$ cat src/rtl/pdm_pkg.sv
package pdm_pkg;

  // field widths fixed by the register map and the result format
  localparam int unsigned CFG_IDX_W  = 3;
  localparam int unsigned CFG_DATA_W = 48;
  localparam int unsigned SETPOINT_W = 13;
  localparam int unsigned SP_EXT_W   = 16;
  localparam int unsigned GAIN_W     = 16;
  localparam int unsigned SPEED_W    = 8;
  localparam int unsigned CORR_W     = 8;

  // output limits
  localparam logic signed [CORR_W-1:0] CORR_LIMIT = 8'sd90;
  localparam logic [SPEED_W-1:0]       SPEED_TOP  = 8'd180;

  // register reset values
  localparam logic [SETPOINT_W-1:0] SETPOINT_RST   = 13'd3500;
  localparam logic [SPEED_W-1:0]    BASE_SPEED_RST = 8'd90;
  localparam logic [SPEED_W-1:0]    MAX_SPEED_RST  = 8'd180;

  // register indexes
  typedef enum logic [CFG_IDX_W-1:0] {
    REG_SETPOINT       = 3'd0,
    REG_GAINS_FORWARD  = 3'd1,
    REG_GAINS_BACKWARD = 3'd2,
    REG_BASE_SPEED     = 3'd3,
    REG_MAX_SPEED      = 3'd4,
    REG_MOTOR_INVERT   = 3'd5,
    REG_OUTPUT_ENABLE  = 3'd6
  } cfg_idx_e;

  // one gain set, unsigned q8.8, kp in the top bits
  typedef struct packed {
    logic [GAIN_W-1:0] kp;
    logic [GAIN_W-1:0] ki;
    logic [GAIN_W-1:0] kd;
  } gain_set_t;

  // all configuration as seen by the datapath
  typedef struct packed {
    logic [SETPOINT_W-1:0] setpoint;
    gain_set_t             gains_fwd;
    gain_set_t             gains_bwd;
    logic [SPEED_W-1:0]    base_speed;
    logic [SPEED_W-1:0]    max_speed;
    logic [1:0]            motor_invert;
    logic                  output_enable;
  } cfg_t;

endpackage

$ cat src/rtl/pdm_cfg_regs.sv
module pdm_cfg_regs import pdm_pkg::*; (
  input  logic                  clk_i,
  input  logic                  rst_ni,
  input  logic                  cfg_valid_i,
  output logic                  cfg_ready_o,
  input  logic [CFG_IDX_W-1:0]  cfg_index_i,
  input  logic [CFG_DATA_W-1:0] cfg_data_i,
  output cfg_t                  cfg_o
);

  cfg_t cfg_q;

  assign cfg_ready_o = 1'b1;
  assign cfg_o       = cfg_q;

  // register writes, one per transfer
  always_ff @(posedge clk_i or negedge rst_ni) begin
    if (!rst_ni) begin
      cfg_q.setpoint      <= SETPOINT_RST;
      cfg_q.gains_fwd     <= '0;
      cfg_q.gains_bwd     <= '0;
      cfg_q.base_speed    <= BASE_SPEED_RST;
      cfg_q.max_speed     <= MAX_SPEED_RST;
      cfg_q.motor_invert  <= '0;
      cfg_q.output_enable <= 1'b0;
    end else if (cfg_valid_i) begin
      case (cfg_idx_e'(cfg_index_i))
        REG_SETPOINT:       cfg_q.setpoint      <= cfg_data_i[SETPOINT_W-1:0];
        REG_GAINS_FORWARD:  cfg_q.gains_fwd     <= gain_set_t'(cfg_data_i);
        REG_GAINS_BACKWARD: cfg_q.gains_bwd     <= gain_set_t'(cfg_data_i);
        REG_BASE_SPEED:     cfg_q.base_speed    <= cfg_data_i[SPEED_W-1:0];
        REG_MAX_SPEED:      cfg_q.max_speed     <= cfg_data_i[SPEED_W-1:0];
        REG_MOTOR_INVERT:   cfg_q.motor_invert  <= cfg_data_i[1:0];
        REG_OUTPUT_ENABLE:  cfg_q.output_enable <= cfg_data_i[0];
        default: ;
      endcase
    end
  end

endmodule

$ cat src/rtl/pdm_front.sv
module pdm_front import pdm_pkg::*; #(
  parameter int unsigned INTEGRATOR_BITS = 32,
  parameter int unsigned POSITION_BITS   = 13,
  parameter int unsigned CLAMP_EXP       = 32,
  parameter int unsigned ICL_W           = 34
) (
  input  logic                            clk_i,
  input  logic                            rst_ni,
  input  logic                            in_valid_i,
  output logic                            in_ready_o,
  input  logic [POSITION_BITS-1:0]        position_i,
  input  logic                            mode_i,
  input  cfg_t                            cfg_i,
  output logic                            out_valid_o,
  input  logic                            out_ready_i,
  output logic signed [POSITION_BITS:0]   err_o,
  output logic signed [POSITION_BITS+1:0] diff_o,
  output logic signed [ICL_W-1:0]         icl_o,
  output gain_set_t                       gains_o,
  output logic                            mode_o
);

  localparam int unsigned PB    = POSITION_BITS;
  localparam int unsigned IB    = INTEGRATOR_BITS;
  localparam int unsigned ERR_W = PB + 1;
  localparam int unsigned DIF_W = PB + 2;
  localparam int unsigned EXT_W = (IB > ICL_W) ? IB : ICL_W;

  localparam logic signed [EXT_W-1:0] ICL_HI =
    {{(EXT_W-CLAMP_EXP-1){1'b0}}, 1'b1, {CLAMP_EXP{1'b0}}};
  localparam logic signed [EXT_W-1:0] ICL_LO = -ICL_HI;
  localparam logic signed [IB-1:0]    INT_MAX = {1'b0, {(IB-1){1'b1}}};
  localparam logic signed [IB-1:0]    INT_MIN = {1'b1, {(IB-1){1'b0}}};

  logic                    accept;
  logic                    valid_q;
  logic [SP_EXT_W-1:0]     sp_ext;
  logic [PB-1:0]           sp;
  logic signed [ERR_W-1:0] err_d, err_q, prev_q;
  logic signed [DIF_W-1:0] diff_d, diff_q;
  logic signed [IB:0]      int_sum;
  logic signed [IB-1:0]    integral_d, integral_q;
  logic signed [EXT_W-1:0] int_ext, icl_ext;
  logic signed [ICL_W-1:0] icl_q;
  gain_set_t               gains_q;
  logic                    mode_q;

  assign in_ready_o = !valid_q || out_ready_i;
  assign accept     = in_valid_i && in_ready_o;

  // error against the setpoint, masked to the position width
  assign sp_ext = SP_EXT_W'(cfg_i.setpoint);
  assign sp     = sp_ext[PB-1:0];
  assign err_d  = $signed({1'b0, sp}) - $signed({1'b0, position_i});
  assign diff_d = DIF_W'(err_d) - DIF_W'(prev_q);

  // saturating integrator
  assign int_sum = (IB+1)'(integral_q) + (IB+1)'(err_d);
  always_comb begin
    if (int_sum[IB] != int_sum[IB-1]) begin
      integral_d = int_sum[IB] ? INT_MIN : INT_MAX;
    end else begin
      integral_d = int_sum[IB-1:0];
    end
  end

  // bound the integral so that the integral product stays narrow; past the
  // bound the correction is saturated by sign anyway
  assign int_ext = EXT_W'(integral_d);
  always_comb begin
    if (int_ext > ICL_HI) begin
      icl_ext = ICL_HI;
    end else if (int_ext < ICL_LO) begin
      icl_ext = ICL_LO;
    end else begin
      icl_ext = int_ext;
    end
  end

  // loop state, updated on every input transfer
  always_ff @(posedge clk_i or negedge rst_ni) begin
    if (!rst_ni) begin
      integral_q <= '0;
      prev_q     <= '0;
    end else if (accept) begin
      integral_q <= integral_d;
      prev_q     <= err_d;
    end
  end

  // stage valid
  always_ff @(posedge clk_i or negedge rst_ni) begin
    if (!rst_ni) begin
      valid_q <= 1'b0;
    end else if (in_ready_o) begin
      valid_q <= in_valid_i;
    end
  end

  // stage payload
  always_ff @(posedge clk_i) begin
    if (accept) begin
      err_q   <= err_d;
      diff_q  <= diff_d;
      icl_q   <= icl_ext[ICL_W-1:0];
      gains_q <= mode_i ? cfg_i.gains_bwd : cfg_i.gains_fwd;
      mode_q  <= mode_i;
    end
  end

  assign out_valid_o = valid_q;
  assign err_o       = err_q;
  assign diff_o      = diff_q;
  assign icl_o       = icl_q;
  assign gains_o     = gains_q;
  assign mode_o      = mode_q;

endmodule

$ cat src/rtl/pdm_mul.sv
module pdm_mul import pdm_pkg::*; #(
  parameter int unsigned POSITION_BITS = 13,
  parameter int unsigned ICL_W         = 34
) (
  input  logic                                    clk_i,
  input  logic                                    rst_ni,
  input  logic                                    in_valid_i,
  output logic                                    in_ready_o,
  input  logic signed [POSITION_BITS:0]           err_i,
  input  logic signed [POSITION_BITS+1:0]         diff_i,
  input  logic signed [ICL_W-1:0]                 icl_i,
  input  gain_set_t                               gains_i,
  input  logic                                    mode_i,
  output logic                                    out_valid_o,
  input  logic                                    out_ready_i,
  output logic signed [POSITION_BITS+GAIN_W+1:0]  pterm_o,
  output logic signed [POSITION_BITS+GAIN_W+2:0]  dterm_o,
  output logic signed [ICL_W+GAIN_W:0]            iterm_o,
  output logic                                    mode_o
);

  localparam int unsigned P_W = POSITION_BITS + GAIN_W + 2;
  localparam int unsigned D_W = POSITION_BITS + GAIN_W + 3;
  localparam int unsigned I_W = ICL_W + GAIN_W + 1;

  logic                  accept;
  logic                  valid_q;
  logic signed [P_W-1:0] pterm_d, pterm_q;
  logic signed [D_W-1:0] dterm_d, dterm_q;
  logic signed [I_W-1:0] iterm_d, iterm_q;
  logic                  mode_q;

  assign in_ready_o = !valid_q || out_ready_i;
  assign accept     = in_valid_i && in_ready_o;

  // three independent products, gains taken as non-negative
  assign pterm_d = P_W'($signed({1'b0, gains_i.kp})) * P_W'(err_i);
  assign dterm_d = D_W'($signed({1'b0, gains_i.kd})) * D_W'(diff_i);
  assign iterm_d = I_W'($signed({1'b0, gains_i.ki})) * I_W'(icl_i);

  always_ff @(posedge clk_i or negedge rst_ni) begin
    if (!rst_ni) begin
      valid_q <= 1'b0;
    end else if (in_ready_o) begin
      valid_q <= in_valid_i;
    end
  end

  always_ff @(posedge clk_i) begin
    if (accept) begin
      pterm_q <= pterm_d;
      dterm_q <= dterm_d;
      iterm_q <= iterm_d;
      mode_q  <= mode_i;
    end
  end

  assign out_valid_o = valid_q;
  assign pterm_o     = pterm_q;
  assign dterm_o     = dterm_q;
  assign iterm_o     = iterm_q;
  assign mode_o      = mode_q;

endmodule

$ cat src/rtl/pdm_post.sv
module pdm_post import pdm_pkg::*; #(
  parameter int unsigned POSITION_BITS = 13,
  parameter int unsigned ICL_W         = 34
) (
  input  logic                                   clk_i,
  input  logic                                   rst_ni,
  input  logic                                   in_valid_i,
  output logic                                   in_ready_o,
  input  logic signed [POSITION_BITS+GAIN_W+1:0] pterm_i,
  input  logic signed [POSITION_BITS+GAIN_W+2:0] dterm_i,
  input  logic signed [ICL_W+GAIN_W:0]           iterm_i,
  input  logic                                   mode_i,
  input  cfg_t                                   cfg_i,
  output logic                                   out_valid_o,
  input  logic                                   out_ready_i,
  output logic signed [CORR_W-1:0]               correction_o,
  output logic [SPEED_W-1:0]                     left_speed_o,
  output logic [SPEED_W-1:0]                     right_speed_o,
  output logic                                   drive_write_o
);

  localparam int unsigned I_W   = ICL_W + GAIN_W + 1;
  localparam int unsigned ACC_W = I_W + 2;
  localparam int unsigned Q_W   = ACC_W - 8;
  localparam int unsigned MIX_W = SPEED_W + 2;

  localparam logic signed [Q_W-1:0] Q_HI = Q_W'(CORR_LIMIT);
  localparam logic signed [Q_W-1:0] Q_LO = -Q_HI;

  // stage handshakes
  logic sum_valid_q, corr_valid_q, out_valid_q;
  logic sum_ready, corr_ready, out_ready;
  logic sum_acc, corr_acc, out_acc;

  assign out_ready  = !out_valid_q || out_ready_i;
  assign corr_ready = !corr_valid_q || out_ready;
  assign sum_ready  = !sum_valid_q || corr_ready;
  assign in_ready_o = sum_ready;
  assign sum_acc    = in_valid_i && sum_ready;
  assign corr_acc   = sum_valid_q && corr_ready;
  assign out_acc    = corr_valid_q && out_ready;

  always_ff @(posedge clk_i or negedge rst_ni) begin
    if (!rst_ni) begin
      sum_valid_q  <= 1'b0;
      corr_valid_q <= 1'b0;
      out_valid_q  <= 1'b0;
    end else begin
      if (sum_ready)  sum_valid_q  <= in_valid_i;
      if (corr_ready) corr_valid_q <= sum_valid_q;
      if (out_ready)  out_valid_q  <= corr_valid_q;
    end
  end

  // pid sum in q.8
  logic signed [ACC_W-1:0] acc_d, acc_q;
  logic                    sum_mode_q;

  assign acc_d = ACC_W'(pterm_i) + ACC_W'(dterm_i) + ACC_W'(iterm_i);

  always_ff @(posedge clk_i) begin
    if (sum_acc) begin
      acc_q      <= acc_d;
      sum_mode_q <= mode_i;
    end
  end

  // drop the fraction toward zero and clamp to the correction limit
  logic signed [Q_W-1:0]    q_floor, q_trunc;
  logic                     round_up;
  logic signed [CORR_W-1:0] corr_d, corr_q;
  logic                     corr_mode_q;

  assign q_floor  = acc_q[ACC_W-1:8];
  assign round_up = acc_q[ACC_W-1] && (acc_q[7:0] != 8'd0);
  assign q_trunc  = q_floor + (round_up ? Q_W'(1) : Q_W'(0));

  always_comb begin
    if (q_trunc > Q_HI) begin
      corr_d = CORR_LIMIT;
    end else if (q_trunc < Q_LO) begin
      corr_d = -CORR_LIMIT;
    end else begin
      corr_d = q_trunc[CORR_W-1:0];
    end
  end

  always_ff @(posedge clk_i) begin
    if (corr_acc) begin
      corr_q      <= corr_d;
      corr_mode_q <= sum_mode_q;
    end
  end

  // motor limit, differential mix and mirroring
  logic signed [SPEED_W:0]   head;
  logic signed [MIX_W-1:0]   lim, corr_x, applied, base_x, left_x, right_x;
  logic [SPEED_W-1:0]        left_sat, right_sat, left_d, right_d;

  assign head   = $signed({1'b0, cfg_i.max_speed}) - $signed({1'b0, cfg_i.base_speed});
  assign lim    = head[SPEED_W] ? '0 : $signed({2'b00, head[SPEED_W-1:0]});
  assign corr_x = MIX_W'(corr_q);
  assign base_x = $signed({2'b00, cfg_i.base_speed});

  always_comb begin
    if (corr_x > lim) begin
      applied = lim;
    end else if (corr_x < -lim) begin
      applied = -lim;
    end else begin
      applied = corr_x;
    end
  end

  assign left_x  = base_x + applied;
  assign right_x = base_x - applied;

  always_comb begin
    if (left_x < 0) begin
      left_sat = '0;
    end else if (left_x > $signed({2'b00, SPEED_TOP})) begin
      left_sat = SPEED_TOP;
    end else begin
      left_sat = left_x[SPEED_W-1:0];
    end
    if (right_x < 0) begin
      right_sat = '0;
    end else if (right_x > $signed({2'b00, SPEED_TOP})) begin
      right_sat = SPEED_TOP;
    end else begin
      right_sat = right_x[SPEED_W-1:0];
    end
  end

  assign left_d  = (cfg_i.motor_invert[0] != corr_mode_q) ? SPEED_TOP - left_sat : left_sat;
  assign right_d = (cfg_i.motor_invert[1] != corr_mode_q) ? SPEED_TOP - right_sat : right_sat;

  // result register
  logic signed [CORR_W-1:0] out_corr_q;
  logic [SPEED_W-1:0]       out_left_q, out_right_q;
  logic                     out_drive_q;

  always_ff @(posedge clk_i) begin
    if (out_acc) begin
      out_corr_q  <= corr_q;
      out_left_q  <= left_d;
      out_right_q <= right_d;
      out_drive_q <= cfg_i.output_enable;
    end
  end

  assign out_valid_o   = out_valid_q;
  assign correction_o  = out_corr_q;
  assign left_speed_o  = out_left_q;
  assign right_speed_o = out_right_q;
  assign drive_write_o = out_drive_q;

endmodule

$ cat src/rtl/pid_differential_drive_mixer.sv
// a transfer writes the front register, then the product, sum, clamp and result ones in turn;
// the result one drives the master side. throughput: one item per cycle while results are taken;
// each stage holds one item and moves on when the next frees; the integrator and previous error
// update in the first stage, so items follow back to back
// reset (rst_ni low, asynchronous): pipeline emptied, loop state zeroed,
// registers back to their defaults (setpoint 3500, base 90, max 180, all else zero)
module pid_differential_drive_mixer import pdm_pkg::*; #(
  parameter int unsigned INTEGRATOR_BITS = 32,
  parameter int unsigned POSITION_BITS   = 13
) (
  input  logic                                  clk_i,
  input  logic                                  rst_ni,
  // configuration writes
  input  logic                                  cfg_valid_i,
  output logic                                  cfg_ready_o,
  input  logic [CFG_IDX_W-1:0]                  cfg_index_i,
  input  logic [CFG_DATA_W-1:0]                 cfg_data_i,
  // input stream
  input  logic                                  s_axis_tvalid,
  output logic                                  s_axis_tready,
  input  logic [((POSITION_BITS+7)/8)*8-1:0]    s_axis_tdata,  // position
  input  logic                                  s_axis_tuser,  // mode
  // result stream
  output logic                                  m_axis_tvalid,
  input  logic                                  m_axis_tready,
  output logic [CORR_W+2*SPEED_W-1:0]           m_axis_tdata,  // correction, left_speed, right_speed
  output logic                                  m_axis_tuser   // drive_write
);

  localparam int unsigned PB        = POSITION_BITS;
  localparam int unsigned CLAMP_EXP = PB + 19;
  localparam int unsigned ICL_W     = CLAMP_EXP + 2;

  cfg_t cfg;

  pdm_cfg_regs u_cfg (
    .clk_i       (clk_i),
    .rst_ni      (rst_ni),
    .cfg_valid_i (cfg_valid_i),
    .cfg_ready_o (cfg_ready_o),
    .cfg_index_i (cfg_index_i),
    .cfg_data_i  (cfg_data_i),
    .cfg_o       (cfg)
  );

  // front stage: error, integrator, gain select
  logic                        f_valid, f_ready;
  logic signed [PB:0]          f_err;
  logic signed [PB+1:0]        f_diff;
  logic signed [ICL_W-1:0]     f_icl;
  gain_set_t                   f_gains;
  logic                        f_mode;

  pdm_front #(
    .INTEGRATOR_BITS (INTEGRATOR_BITS),
    .POSITION_BITS   (POSITION_BITS),
    .CLAMP_EXP       (CLAMP_EXP),
    .ICL_W           (ICL_W)
  ) u_front (
    .clk_i       (clk_i),
    .rst_ni      (rst_ni),
    .in_valid_i  (s_axis_tvalid),
    .in_ready_o  (s_axis_tready),
    .position_i  (s_axis_tdata[PB-1:0]),
    .mode_i      (s_axis_tuser),
    .cfg_i       (cfg),
    .out_valid_o (f_valid),
    .out_ready_i (f_ready),
    .err_o       (f_err),
    .diff_o      (f_diff),
    .icl_o       (f_icl),
    .gains_o     (f_gains),
    .mode_o      (f_mode)
  );

  // product stage
  logic                             m_valid, m_ready;
  logic signed [PB+GAIN_W+1:0]      m_pterm;
  logic signed [PB+GAIN_W+2:0]      m_dterm;
  logic signed [ICL_W+GAIN_W:0]     m_iterm;
  logic                             m_mode;

  pdm_mul #(
    .POSITION_BITS (POSITION_BITS),
    .ICL_W         (ICL_W)
  ) u_mul (
    .clk_i       (clk_i),
    .rst_ni      (rst_ni),
    .in_valid_i  (f_valid),
    .in_ready_o  (f_ready),
    .err_i       (f_err),
    .diff_i      (f_diff),
    .icl_i       (f_icl),
    .gains_i     (f_gains),
    .mode_i      (f_mode),
    .out_valid_o (m_valid),
    .out_ready_i (m_ready),
    .pterm_o     (m_pterm),
    .dterm_o     (m_dterm),
    .iterm_o     (m_iterm),
    .mode_o      (m_mode)
  );

  // sum, correction clamp, mixing and result register
  logic signed [CORR_W-1:0] corr;
  logic [SPEED_W-1:0]       left_speed, right_speed;

  pdm_post #(
    .POSITION_BITS (POSITION_BITS),
    .ICL_W         (ICL_W)
  ) u_post (
    .clk_i         (clk_i),
    .rst_ni        (rst_ni),
    .in_valid_i    (m_valid),
    .in_ready_o    (m_ready),
    .pterm_i       (m_pterm),
    .dterm_i       (m_dterm),
    .iterm_i       (m_iterm),
    .mode_i        (m_mode),
    .cfg_i         (cfg),
    .out_valid_o   (m_axis_tvalid),
    .out_ready_i   (m_axis_tready),
    .correction_o  (corr),
    .left_speed_o  (left_speed),
    .right_speed_o (right_speed),
    .drive_write_o (m_axis_tuser)
  );

  assign m_axis_tdata = {right_speed, left_speed, corr};

endmodule

$ cat config.mk
export PLATFORM = sky130hd
export DESIGN_NAME = pid_differential_drive_mixer
export DESIGN_NICKNAME = d
export VERILOG_FILES = /design/src/rtl/pdm_pkg.sv /design/src/rtl/pdm_cfg_regs.sv /design/src/rtl/pdm_front.sv /design/src/rtl/pdm_mul.sv /design/src/rtl/pdm_post.sv /design/src/rtl/pid_differential_drive_mixer.sv
export SDC_FILE = /design/constraint.sdc
export NUM_CORES = 2
export LEC_CHECK = 0
export BUFFER_PORTS_ARGS = -buffer_cell sky130_fd_sc_hd__buf_4
export CAP_MARGIN = 0
export CORE_ASPECT_RATIO = 1.4
export CORE_MARGIN = 2
export CORE_UTILIZATION = 50
export CTS_BUF_LIST = sky130_fd_sc_hd__clkbuf_16
export DETAILED_ROUTE_END_ITERATION = 6
export GPL_TIMING_DRIVEN = 0
export PLACE_DENSITY = 0.73
export SETUP_SLACK_MARGIN = 0.3
export SYNTH_ARGS = -nofsm -noshare
export SYNTH_HDL_FRONTEND = slang
export SYNTH_SLANG_ARGS = --single-unit
$ cat constraint.sdc
create_clock -name clk_i -period 11.5 [get_ports clk_i]
set_clock_uncertainty 0.05 [all_clocks]
set_input_delay 2.3 -clock clk_i [delete_from_list [all_inputs] [get_ports clk_i]]
set_output_delay 2.3 -clock clk_i [all_outputs]
set_load 0.01 [all_outputs]
==> results.json <==
{
  "placed_cells": 7818,
  "synth-edff-count": 312,
  "cp.required_ns": 11.97,
  "ys_seq_elements": 491,
  "ys_types": 114,
  "seqCellArea_um2": 13900,
  "synth_ff_type": "edfxtp_1",
  "synth_area_leader_cell": "fa_1",
  "postCtsSetupBuffers": 0,
  "cts_buffer_depth": 3,
  "final.fill_count": 10678,
  "layout.cells.non_filler": 7924,
  "port_buffers": 95,
  "drt_wl_total_um": 161000,
  "grt_pass1_vias": 46265,
  "pin_count": 101,
  "cts_root_buf": "clkbuf_16",
  "relSlewSlack_pct": 3.68,
  "die_h_um": 418,
  "maxCapViolations": 0,
  "cp.arrival_ns": 9.87,
  "crit_fanout": 22,
  "cts_made_buffers": 54,
  "insertion_delay_ns": 0.64,
  "antenna_found_initial": 9,
  "slew_viol_final": 0,
  "antenna_left": 0,
  "synthesis.area_um2": 61300,
  "start_util_pct": 50.2,
  "grt-ovfl-total": 0,
  "grt_usage_pct": 26.2,
  "final-hold-violation-count": 0,
  "core_area_um2": 122000,
  "setup-tns-final_ns": 0,
  "cts.sinks": 491,
  "multiInputGateArea_um2": 42600,
  "drtIter0Drc": 3002,
  "worstMarginPinSlew_ns": 1.44,
  "path_class": "in -> reg",
  "hpwl_um": 133000,
  "postCtsHoldBufs": 0,
  "synth_top_area_share_pct": 30.0,
  "ys_warn_count": 0,
  "ys_async_sr_fraction_pct": 36.5,
  "htreeDepth": 2,
  "rows": 152,
  "synth_cells": 6098,
  "cts.clk_slew.worst_paths_ns": 0.07,
  "hold_ws_ns": 0.374,
  "cts_tree": "built",
  "avgSynthCellArea_um2": 10.0,
  "cts_resized": 0,
  "seq_area_frac_synth_pct": 22.6,
  "drc": 0,
  "wl_per_cell_um": 20.3,
  "fin_crit_ns": 9.40,
  "drive_gt1_share_pct": 7.73,
  "finalNetCount": 7753,
  "grt_max_degree": 106,
  "syn_to_final_growth_pct": 7.77,
  "die_x_um": 300,
  "finalSetupViolCount": 0,
  "outcome": "finished, final reports clean",
  "crit_path_end_kind": "flip-flop",
  "synth_nets": 7593,
  "post-route-period-util_pct": 81.7,
  "dr.pass1.iters": 5,
  "rsz0062_at_grt": "false",
  "die-area_um2": 125000,
  "synth_area_leaders": "fa_1 (30%), edfxtp_1 (15%), ha_1 (10%)",
  "startpoint_type": "input port",
  "grt_pass1_wl_um": 255000,
  "timing.fmax_mhz": 106,
  "viasPerCell": 5.57,
  "vias": 44112,
  "hp-class": "reg -> reg",
  "routabilityCongestion": 0.990
}
Yosys cell counts, drive strengths merged (7+ instances only):
library cell	instances
o22ai	13
xnor2	158
nand3	62
a211oi	28
xor2	78
nor3	46
and4	10
buf	15
inv	1060
o31a	10
and2	388
ha	504
a21oi	214
edfxtp	312
and3	39
o21bai	31
nor4	14
o21a	49
o21ai	178
mux2	211
dfrtp	164
nand4	35
o31ai	18
nand2	750
nor2	172
nor2b	37
or3	10
a41oi	10
clkbuf	197
nand2b	67
or2	15
dfstp	15
nor3b	8
a211o	11
o211ai	20
a21boi	7
fa	918
or4	7
a31oi	21
a21o	99
cells in the final DEF (no fill, tap or decap), types with 34 or more instances in the layout:
master / count
inv_1: 1068
fa_1: 918
nand2_1: 749
ha_1: 504
and2_1: 384
edfxtp_1: 312
a21oi_1: 214
mux2_2: 209
clkbuf_1: 193
nor2_1: 171
dfrtp_1: 164
xnor2_1: 158
o21ai_0: 146
a21o_1: 97
buf_4: 97
xor2_1: 78
nand2b_1: 66
nand3_1: 60
clkbuf_16: 57
o21a_1: 49
nor3_1: 43
and3_1: 39
nor2b_1: 36
nand4_1: 34
registers in the layout (all words and copies together), names as in the netlist, 8 cells and up:
register	count
u_cfg.cfg_o	128
u_post.acc_q	52
u_mul.iterm_o	51
u_front.gains_o	48
u_front.icl_o	32
u_front.integral_q	32
u_mul.dterm_o	32
u_mul.pterm_o	31
u_front.diff_o	15
u_front.err_o	14
u_front.prev_q	14
u_post.corr_q	8
u_post.correction_o	8
u_post.left_speed_o	8
u_post.right_speed_o	8
cell type report:
class	count	share of cell area, %
multi-input combinational	4334	64.5
sequential	491	21.0
inverter	1060	6.03
tap	1617	3.06
clock buffer	57	2.16
timing repair buffer	104	1.39
buffer	213	1.30
clock inverter	45	0.550
antenna	3	0.0114
path summary, 6_finish.rpt:
path                                             start                                 end  slack (ns)  cells after the start
setup / recovery                       s_axis_tdata[1]  u_front.integral_q[29]$_DFFE_PN0P_        2.11                     27
hold / removal                  u_mul.mode_o$_DFFE_PP_         u_post.sum_mode_q$_DFFE_PP_        0.37                      0
setup reg to reg           u_cfg.cfg_o[14]$_DFFE_PN1P_   u_post.right_speed_o[6]$_DFFE_PP_        2.38                     35
hold reg to reg                 u_mul.mode_o$_DFFE_PP_         u_post.sum_mode_q$_DFFE_PP_        0.37                      0
max in group asynchronous                       rst_ni         u_cfg.cfg_o[38]$_DFFE_PN0P_        8.80                      2
min in group asynchronous                       rst_ni         u_cfg.cfg_o[28]$_DFFE_PN0P_        1.55                      1
stage by stage:
step	utilization, %	area, um2	worst slack [ns]
final	54.1	66000	2.11
after global routing	54.1	66000	1.68
after CTS	54.1	66000	2.16
after detailed placement	52.6	64200	1.48
after global placement	52.4	64000	1.57
after floorplan	-	61300	3.38
cell families (layout without fill, tap and decap cells):
family	count (synthesis)	in the layout	synth area share [%]
adders and majority gates	1422	1422	40.3
AOI/OAI and AO/OA	782	782	8.38
xor gates and xnor gates	236	236	3.37
muxes	217	217	3.99
buffers and inverters	1273	1479	7.89
DFF	491	491	22.6
and+or+nand+nor	1676	1676	13.4
other	1	4	0.00612
critical path, cell delays in order:
cell and delay, ns:
buf_4 0.12, inv_1 0.10, ha_1 0.24, a21o_1 0.15
a21o_1 0.19, a21oi_1 0.16, o21bai_1 0.11, a21o_1 0.21
a41o_1 0.26, o41ai_1 0.44, o21a_1 1.07, ha_1 0.48
o21ai_0 0.17, o21bai_1 0.11, a211oi_1 0.26, o21ai_0 0.16
a221oi_1 0.33, o211ai_1 0.21, a31o_2 0.31, a21o_1 0.18
a21oi_1 0.26, xnor2_1 0.11, ha_1 0.32, clkbuf_1 0.48
clkbuf_1 0.47, o21ai_0 0.28, mux2_2 0.33
layer usage:
layer	global-route usage [%]	vias up	routed length (um)
li1	-	19910	-
met1	30.5	22189	58400
met2	46.2	1516	81800
met3	4.30	493	10400
met4	13.9	4	10600
met5	0	-	27
Power is not shown: default switching activity piles up to over one toggle a cycle in this logic, so the estimate is an artifact.
